File: config.mk
export PLATFORM = sky130hd
export DESIGN_NAME = chi_stage
export DESIGN_NICKNAME = d
export VERILOG_FILES = /design/src/sv/chi_stage.sv
export SDC_FILE = /design/constraint.sdc
export NUM_CORES = 1
export LEC_CHECK = 0
export BUFFER_PORTS_ARGS = -buffer_cell sky130_fd_sc_hd__buf_2
export CAP_MARGIN = 20
export CORE_AREA = 5 5 42 44
export CTS_CLUSTER_SIZE = 20
export DETAILED_ROUTE_END_ITERATION = 10
export DIE_AREA = 0 0 47 49
export SLEW_MARGIN = 20
export SYNTH_ARGS = -nofsm -noshare
export SYNTH_HDL_FRONTEND = slang
export SYNTH_SLANG_ARGS = --single-unit
File: constraint.sdc
create_clock -name clk -period 0.8 [get_ports clk]
set_input_delay 0.08 -clock clk [delete_from_list [all_inputs] [get_ports clk]]
set_output_delay 0.08 -clock clk [all_outputs]
set_load 0.03 [all_outputs]
File: src/sv/chi_stage.sv
`timescale 1ns / 1ps
// ---------------------------------------------------------------------------
// chi_stage
// One pipeline register with its valid bit, frozen while en is low.
// ---------------------------------------------------------------------------
module chi_stage #(
	parameter int PW = 8
) (
	input  logic          clk,
	input  logic          arst_n,
	input  logic          en,
	input  logic          vin,
	input  logic [PW-1:0] din,
	output logic          vout,
	output logic [PW-1:0] dout
);

	logic          vld_s1;
	logic [PW-1:0] dat_s1;

	// advance valid bit
	always_ff @(posedge clk or negedge arst_n) begin
		if (!arst_n) begin
			vld_s1 <= 1'b0;
		end else if (en) begin
			vld_s1 <= vin;
		end
	end

	// advance payload
	always_ff @(posedge clk) begin
		if (en) begin
			dat_s1 <= din;
		end
	end

	assign vout = vld_s1;
	assign dout = dat_s1;

endmodule

Yosys cells after proc, flatten, opt, wreduce, memory -nomap -nowiden --
Index checks and enable logic that the tools add are counted. Widths: inputs -> output; s select.
Storage, ports and cells: register bits after elaboration 9, output and inout port bits 9, logic and storage cells 2

Longest topological paths before layout --
word-level depth 0, mapped depth 1, mapped depth without buffers 1

Least setup slack after synthesis --
OpenSTA, ideal clock, no wires.
path type flip-flop to flip-flop, from register vout (netlist name), to register vld_s1, in the netlist vout, setup time 0.125 ns, arrival time 0.764 ns, data required time 0.675 ns, path slack -0.089 ns, stages on the path, launching flop included 2, buffers on the path 0, period minus slack after synthesis 0.889 ns, path through dfrtp_1 mux2_4
RTL lines:
- to (signal assigned) | line 26 | vld_s1 <= vin;
- to (decl) | line 18 | logic vld_s1;

Worst setup path after layout --
from register vld_s1, in the netlist vout, to output vout
RTL lines:
- to (decl) | line 14 | output logic vout,
No word-level cell between the ends.

==> flow_summary.toml <==
[setup_path]
path_cells = "buf_6"
cp.arrival_ns = 0.81
crit_buf_inv = 1
crit_fanout = 2
crit_path_top_delay_cell = "dfrtp_2"
critPathCaptureType = "output port"
max_stage_delay_ns = 0.41
worstPathRequired_ns = 0.72
cp_top_family = "flip-flops"
path_class = "flop to output port"
start_kind = "flop"

[finish]
fillers = 140
final_cells = 60
regArea_um2 = 266.5
n_antenna_cell = 0
drive_above_1_share = 0.5909
multi_input_area_um2 = 15.01
nets = 57
syn_to_final_growth_pct = 112.1

[pwr]
power_leakage_uw = 0.0002569
p_sw_uw = 283.6
power_frac_comb = 0.211
ir_drop_mv = 0.9634
power_density_nw_per_um2 = 1956
seq_power_share = 0.495
switching_share = 0.2440
internal_power_uw = 878.8
power_frac_clock = 0.294

[sta]
worstMarginPinSlew_ns = 0.09169
fin_skew_ns = 0
finalHoldViolCount = 0
whs_ns = 0.06702
rsz0062_at_grt = "yes"
setup_ws_ns = -0.08958
fin_crit_sh = 1.112
relSlewSlack = 0.9389
min_period_ns = 0.8896
finalMaxSlewViolations = 0
setup_violations = 10
fmax_mhz = 1124

[global_route]
grt_use_met1 = 0.08046
grt_use_met2 = 0.1312
grtUsageMet3 = 0.02952
grt_pass1_wl_um = 1262
antenna_found_initial = 0
grt_max_degree = 9
grt_pass1_vias = 286
grt_usage = 0.08286
gr-total-overflow = 0
busiest_layer = "met2"

[yosys]
avgSynthCellArea_um2 = 28.03
synthFlopType = "edfxtp_1"
ys_top_cells_by_area = "edfxtp_1 86%, dfrtp_1 8.9%, mux2_4 5.4%"
synth.top_cell.area_share = 0.8571
async_flop_share = 0.1111
postSynthCellCount = 10
synth_most_common_cell = "edfxtp_1"
yosys_warnings = 0
ys_seq_area_frac = 0.9464
synth_edf_count = 8
synth_nets = 22
ys_types = 3
ys_ff_latch = 9
netlist_area_um2 = 280.3
yosysTopAreaCell = "edfxtp_1"
synthTopCellsByCount = "8 x edfxtp_1, 1 x dfrtp_1, 1 x mux2_4"

[routing]
wl_per_cell_um = 12.48
via_count = 218
first_pass_iters = 1
drtIter0Drc = 0
postRouteAntennaNets = 0
vias_per_cell = 3.633
drc = 0
wirelength_um = 749

[placement]
post-place-ws_ns = 0.02742
port_buffers = 20
dp.cells = 47
gp_congestion = 0.6473

[cts]
numCtsBuffers = 3
path_clk_slew_ns = 0.06
clk_latency_ns = 0.25
h-tree-depth = 1
clockBufferDepth = 2
cts_num_sinks = 9
root_buffer = "clkbuf_4"
cts_tree = "yes"

[floorplan]
die_w_um = 47
die_h_um = 49
io_pins = 21
initial_core_util = 0.2000
coreArea_um2 = 1401
num_rows = 14
die-area_um2 = 2303

[run]
maxCapViolations = 0

[status]
violations = "setup timing"
status = "complete, but fails checks"

[worst_hold_path]
hp-class = "input port to flop"
[final timing paths]
path | slack [ns] | to | cells after the start | startpoint
max in group asynchronous | 0.59 | vout$_DFFE_PN0P_ | 2 | arst_n
worst max-delay path | -0.09 | vout | 1 | vout$_DFFE_PN0P_
worst max register to register | 0 | vout$_DFFE_PN0P_ | 1 | vout$_DFFE_PN0P_
min in group asynchronous | 0.11 | vout$_DFFE_PN0P_ | 2 | arst_n
worst min register to register | 0.55 | vout$_DFFE_PN0P_ | 1 | vout$_DFFE_PN0P_
worst min-delay path | 0.07 | vout$_DFFE_PN0P_ | 2 | vin
[registers in the layout (all words and copies together), names as in the netlist]
name,cells
dout,8
vout,1
[metrics by stage]
step / cell area [um2] / util / setup TNS, ns / total power [uW]
floorplan: 281.5 / - / -0.05393 / 663.1
global placement: 421.7 / 0.3009 / 0 / 741.9
detailed placement: 421.7 / 0.3009 / 0 / 748.2
CTS: 584.3 / 0.4170 / -0.8324 / 1179
global route: 594.3 / 0.4241 / -1.008 / 1227
finish: 594.3 / 0.4241 / -0.6448 / 1162
[power by group through the flow]
stage	Sequential, uW	Clock, uW	Combinational [uW]
2_1_floorplan	655	0	8.31
3_3_place_gp	574	0	168
3_5_place_dp	577	0	171
4_1_cts	577	358	243
5_1_grt	579	387	261
6_report	575	341	246
[cells by family (layout without fill, tap and decap cells)]
kind of cell	after synthesis	in the layout	synth area share
DFF	9	9	0.9464
muxes	1	1	0.05356
buffers and inverters	0	34	0
[layout make-up]
type | instances | share of cell area
Multi-Input combinational cell | 1 | 0.02526
Tap cell | 16 | 0.03368
Clock buffer | 4 | 0.04421
Sequential cell | 9 | 0.4484
Timing Repair Buffer | 30 | 0.4484
[per-layer routing]
metal  wire length (um)  share of wire
met1                259           0.35
met4                  0              0
met3                 89           0.12
met5                  0              0
met2                400           0.53
[cells in the final DEF (no fill, tap or decap)]
master	synthesis	routed
clkbuf_1	0	1
buf_12	0	1
mux2_4	1	1
buf_6	0	9
buf_2	0	11
dfrtp_2	0	1
clkbuf_4	0	3
dlygate4sd3_1	0	9
edfxtp_1	8	8
[timing repair]
item	CTS	global route
endpoints found under the hold margin	8	1
setup endpoints to repair	9	10
setup buffers	0	0
hold buffers	8	1
gates resized for setup	18	0
Note: power is estimated with default switching activity, not from simulation.
